===== src/rtl/core/tcw_pkg.sv =====
// Shared types, codes and constants for the text console writer.
package tcw_pkg;

    localparam int COLUMNS_DEFAULT = 80;
    localparam int ROWS_DEFAULT    = 25;

    localparam int OP_W        = 2;
    localparam int CHAR_W      = 8;
    localparam int ADDR_W      = 11;
    localparam int VALUE_W     = 16;
    localparam int COL_W       = 7;
    localparam int ROW_W       = 5;
    localparam int COLOR_W     = 8;
    localparam int CFG_INDEX_W = 4;
    localparam int CFG_DATA_W  = 8;

    typedef enum logic [OP_W-1:0] {
        OP_PUT   = 2'd0,
        OP_CLEAR = 2'd1,
        OP_READ  = 2'd2
    } op_t;

    typedef enum logic [2:0] {
        ST_INIT,
        ST_IDLE,
        ST_EXEC,
        ST_SCROLL,
        ST_CLEAR,
        ST_RESULT
    } state_t;

    localparam logic [CFG_INDEX_W-1:0] REG_TEXT_COLOR = 4'd0;
    localparam logic [CFG_INDEX_W-1:0] REG_WRAP_MODE  = 4'd1;

    localparam logic [COLOR_W-1:0] TEXT_COLOR_RESET = 8'd7;
    localparam logic [CHAR_W-1:0]  CODE_NEWLINE     = 8'd10;
    localparam logic [CHAR_W-1:0]  CODE_BACKSPACE   = 8'd8;
    localparam logic [CHAR_W-1:0]  CODE_SPACE       = 8'd32;
    localparam logic [VALUE_W-1:0] RESET_WORD       = 16'h0720;

    typedef struct packed {
        logic load;
        logic put;
        logic home;
        logic read;
        logic ptr_clear;
        logic sweep_copy;
        logic sweep_fill;
        logic fill_init;
        logic out_load;
    } tcw_cmd_t;

    typedef struct packed {
        logic [OP_W-1:0] op;
        logic            need_scroll;
        logic            ptr_last;
    } tcw_status_t;

endpackage


===== src/rtl/core/tcw_ctrl.sv =====
// Controller state machine of the text console writer.
module tcw_ctrl
    import tcw_pkg::*;
(
    input  logic        aclk,
    input  logic        aresetn,
    input  logic        s_valid,
    output logic        s_ready,
    output logic        m_valid,
    input  logic        m_ready,
    input  tcw_status_t status,
    output tcw_cmd_t    cmd
);

    state_t state_reg;
    state_t state_next;
    logic   m_valid_reg;
    logic   m_valid_next;

    always_ff @(posedge aclk) begin
        if (!aresetn) begin
            state_reg   <= ST_INIT;
            m_valid_reg <= 1'b0;
        end else begin
            state_reg   <= state_next;
            m_valid_reg <= m_valid_next;
        end
    end

    always_comb begin
        state_next = state_reg;
        case (state_reg)
            ST_INIT: begin
                if (status.ptr_last) state_next = ST_IDLE;
            end
            ST_IDLE: begin
                if (s_valid) state_next = ST_EXEC;
            end
            ST_EXEC: begin
                case (status.op)
                    OP_PUT:   state_next = status.need_scroll ? ST_SCROLL : ST_RESULT;
                    OP_CLEAR: state_next = ST_CLEAR;
                    default:  state_next = ST_RESULT;
                endcase
            end
            ST_SCROLL, ST_CLEAR: begin
                if (status.ptr_last) state_next = ST_RESULT;
            end
            ST_RESULT: begin
                if (!m_valid_reg || m_ready) state_next = ST_IDLE;
            end
            default: state_next = ST_INIT;
        endcase
    end

    always_comb begin
        cmd     = '0;
        s_ready = 1'b0;
        case (state_reg)
            ST_INIT: begin
                cmd.sweep_fill = 1'b1;
                cmd.fill_init  = 1'b1;
            end
            ST_IDLE: begin
                s_ready  = 1'b1;
                cmd.load = s_valid;
            end
            ST_EXEC: begin
                cmd.ptr_clear = 1'b1;
                case (status.op)
                    OP_PUT:   cmd.put  = 1'b1;
                    OP_CLEAR: cmd.home = 1'b1;
                    OP_READ:  cmd.read = 1'b1;
                    default:  cmd.put  = 1'b0;
                endcase
            end
            ST_SCROLL: cmd.sweep_copy = 1'b1;
            ST_CLEAR:  cmd.sweep_fill = 1'b1;
            ST_RESULT: cmd.out_load   = !m_valid_reg || m_ready;
            default:   cmd = '0;
        endcase
    end

    assign m_valid_next = cmd.out_load | (m_valid_reg & ~m_ready);
    assign m_valid      = m_valid_reg;

endmodule


===== config.mk =====
export PLATFORM = sky130hd
export DESIGN_NAME = tcw_ctrl
export DESIGN_NICKNAME = d
export VERILOG_FILES = /design/src/rtl/core/tcw_pkg.sv /design/src/rtl/core/tcw_ctrl.sv
export SDC_FILE = /design/constraint.sdc
export NUM_CORES = 1
export LEC_CHECK = 0
export BUFFER_PORTS_ARGS = -buffer_cell sky130_fd_sc_hd__buf_4
export CORE_AREA = 2 2 39 41
export CTS_CLUSTER_SIZE = 30
export DETAILED_ROUTE_END_ITERATION = 7
export DIE_AREA = 0 0 41 43
export GPL_TIMING_DRIVEN = 1
export PLACE_DENSITY = 0.6
export SYNTH_ARGS = -nofsm -noshare
export SYNTH_HDL_FRONTEND = slang
export SYNTH_SLANG_ARGS = --single-unit

===== constraint.sdc =====
create_clock -name aclk -period 1.9 [get_ports aclk]
set_clock_uncertainty 0.15 [all_clocks]
set_input_delay 0.475 -clock aclk [delete_from_list [all_inputs] [get_ports aclk]]
set_output_delay 0.475 -clock aclk [all_outputs]
set_load 0.01 [all_outputs]

# --- Word-level counts from Yosys, hierarchy flattened ---
# Index checks and enable logic that the tools add are counted.
op_classes:
  n_eq_ne: 11
  reduce_logical: 7
  n_mux: 17
  n_bitwise: 3
ops:
  columns: ["cell", "n"]
  rows:
  - ["$mux W3", 5]
  - ["$pmux W3 S5", 1]
  - ["$mux W1", 9]
  - ["$ne A2 B2 Y1 const B", 4]
  - ["$eq A3 B2 Y1 const B", 2]
  - ["$eq A3 B3 Y1 const B", 2]
  - ["$pmux W3 S2", 1]
  - ["$mux W4", 1]
  - ["$reduce_and A4 Y1", 1]
  - ["$reduce_or A2 Y1", 2]
  - ["$eq A3 B1 Y1 const B", 1]
  - ["$logic_not A3 Y1", 1]
  - ["$eq A2 B1 Y1 const B", 1]
  - ["$eq A2 B2 Y1 const B", 1]
  - ["$logic_not A2 Y1", 1]
  - ["$and A1 B1 Y1", 1]
  - ["$logic_not A1 Y1", 1]
  - ["$logic_or A1 B1 Y1", 1]
  - ["$not A1 Y1", 1]
  - ["$or A1 B1 Y1", 1]
totals:
  word_cells: 40
  ff_bits: 4
  out_inout_bits: 11
  inputBits: 8

# --- Longest topological paths before layout ---
depth:
  word_depth: 4
  depth_mapped: 5
  mapped_depth_nobuf: 4

# --- Worst setup path before layout ---
# OpenSTA, ideal clock, no wires.
synth_path:
  path_kind: "register to output"
  from: "register state_reg[2]"
  to: "output port cmd[6] (netlist name)"
  t_required_ns: 1.275
  n_path_buf: 1
  arrival_ns: 1.108
  path_slack_ns: 0.167
  stages_incl_launch_ff: 6
  cell_sequence: "dfxtp_1 -> buf_2 -> nand2b_1 -> or2_1 -> inv_2 -> and3_1"
synth_lines:
  columns: ["element", "line_no", "source"]
  rows:
  - ["from (decl)", "tcw_ctrl.sv:15", "state_t state_reg;"]
  - ["from (signal assigned)", "tcw_ctrl.sv:25", "state_reg <= state_next;"]
  - ["to (decl)", "tcw_ctrl.sv:12", "output tcw_cmd_t cmd"]

==> impl_metrics.toml <==
[run_status]
status = "completed"

[yosys]
synth-xor-area-share = 0
ys_seq_area_frac = 0.244
synth_seq_cells = 4
synth.area.mux_share = 0
yosys.area_share.simple = 0.385
post_synth.cell_area_avg_um2 = 8.00
synth_top_family_by_area = "simple AND/OR/NAND/NOR gates"
yosysTopAreaCell = "dfxtp_1"
ys_warn_count = 0
yosys.area_share.adder = 0
yosysUniqueCellTypes = 25
synth_compound_area_frac = 0.286
synth_area_um2 = 328
synth_nets = 49
netlist.area_leader.share = 0.244
synthCells = 41
ys_top_cells_by_area = "dfxtp_1 (24%), nand2b_1 (7.6%), o21ba_4 (5.0%)"

[worst_setup_path]
r2r_setup_slack_ps = 400
cp.required_ps = 1270
end_kind = "primary output"
cp_max_fo = 3
start_kind = "register"
critical_path_class = "reg2out"
worstPathArrival_ps = 1240

[cts]
clk_latency_ps = 250
path_clk_slew_ps = 40
htreeDepth = 1
clock_path_buffers = 2
clockRootBuffer = "clkbuf_4"
post_cts_buffers = 0
cts_buffers = 3
cts.sinks = 4
cts_tree = "done"

[floorplan]
rows = 14
initial_core_util = 0.237
core_area_um2 = 1380
dieArea_um2 = 1760
pin_count = 19
dieHeight_um = 43
die_x_um = 41

[cells_and_area]
area_growth_pct = 61.5
largest_reg_flops = 3
final_layout_size_suffix_gt1_frac = 0.540
final_nets = 73
stdcell_count = 79
n_fill_cell = 150
diodes = 0

[sta]
setup_slack_ps = 38.1
fin_tns_setup_ps = 0
fmax_ghz = 0.537
fin_crit_ps = 1860
rsz0062_at_grt = "yes"
slew_headroom = 0.793
worstMarginPinSlew_ps = 306
fin_hold_ws_ps = 342
slew_violations = 0
setup_viol = 0
timing.final.crit_share = 0.980
hold_violations = 0

[route]
vias = 386
avgViaCountPerCell = 4.89
routed_wl_um = 906
drc_errors = 0
drt_iter0_drc = 1
post_drt_wl_per_cell_um = 11.5
ant_nets = 0
drtPass1Iterations = 4

[place]
place_ws_ps = 209
dp_hpwl_um = 678
place_inst = 76
gp_congestion = 0.717
port_buffers = 18

[power_and_ir_drop]
powerDensity_nw_per_um2 = 746
ir_drop_uv = 322
total_power_mw = 0.395
leakage_nw = 0.259

[global_route]
grt_pass1_wl_um = 1390
grt_overflow = 0
grt_pass1_vias = 330
antenna_found_initial = 0
grt_usage = 0.124
grt_max_degree = 12

[min_path]
hp-class = "in2reg"

[run]
maxCapViolCount = 0
## final timing paths
| kind | cells after the start | end | startpoint |
|---|---|---|---|
| setup / recovery | 5 | cmd[6] | state_reg[2] |
| hold / removal | 2 | state_reg[2] | aresetn |
| setup reg to reg | 4 | state_reg[2] | state_reg[2] |
| hold reg to reg | 2 | m_valid | m_valid |
## critical path: stages (launching register included)
cell	delay, ps
dfxtp_1	300
nand2b_4	130
or2_4	240
inv_2	50
and3_1	150
buf_4	110
## cell usage after synthesis, drive strengths merged
library cell and n:
o21bai 1, a31oi 1, o21ba 1, nand3 1, nor2 4, o21ai 1, a211oi 1, nor4b 1
and3b 1, and3 2, a2111oi 1, and2 1, nor2b 2, o41ai 1, a21oi 2, nor3 3
nand2b 4, inv 3, nand2 2, buf 2, o311a 1, or2 1, dfxtp 4
## layer usage
metal	vias up	global-route usage	wire [µm]
met3	5	0.0942	80
met2	15	0.166	443
met1	175	0.141	363
li1	191	-	-
met4	0	0.0600	19
met5	-	0	0
## layout by cell type (no fill, tap or decap), drive strengths merged, types with 2 or more instances in the layout
cell / n
nor2: 4
nand2: 2
a21oi: 2
dfxtp: 4
and3: 2
buf: 21
nor2b: 2
clkbuf: 3
inv: 3
nor3: 3
nand2b: 4
## power breakdown
| group | internal [mW] | switching [mW] |
|---|---|---|
| registers | 0.0960 | 0.0128 |
| logic | 0.0924 | 0.0796 |
| clock network | 0.0712 | 0.0431 |
## cell type report
| cell class | count | area [µm²] | share of cell area |
|---|---|---|---|
| inverters | 3 | 11.3 | 0.0213 |
| flip-flops and latches | 4 | 85.1 | 0.161 |
| clock buffers | 3 | 22.5 | 0.0426 |
| multi-input cells | 32 | 233 | 0.440 |
| repair buffers | 21 | 158 | 0.298 |
| well taps | 16 | 20.0 | 0.0378 |
## what timing repair did
item | in CTS | in global routing
resized for setup | 1 | 5
setup endpoints to repair | 2 | 5
hold buffers | 0 | 0
## stage by stage
step / cell area (µm²) / utilization
after floorplan: 328 / -
after global placement: 489 / 0.354
after detailed placement: 489 / 0.354
after CTS: 513 / 0.371
after global routing: 529 / 0.382
final: 529 / 0.382
## logic make-up after synthesis
kind of cell    count (synthesis)
buf+inv                         5
simple gates                   22
flops                           4
compound gates                 10
No activity file was read; power rests on OpenSTA's default activity.
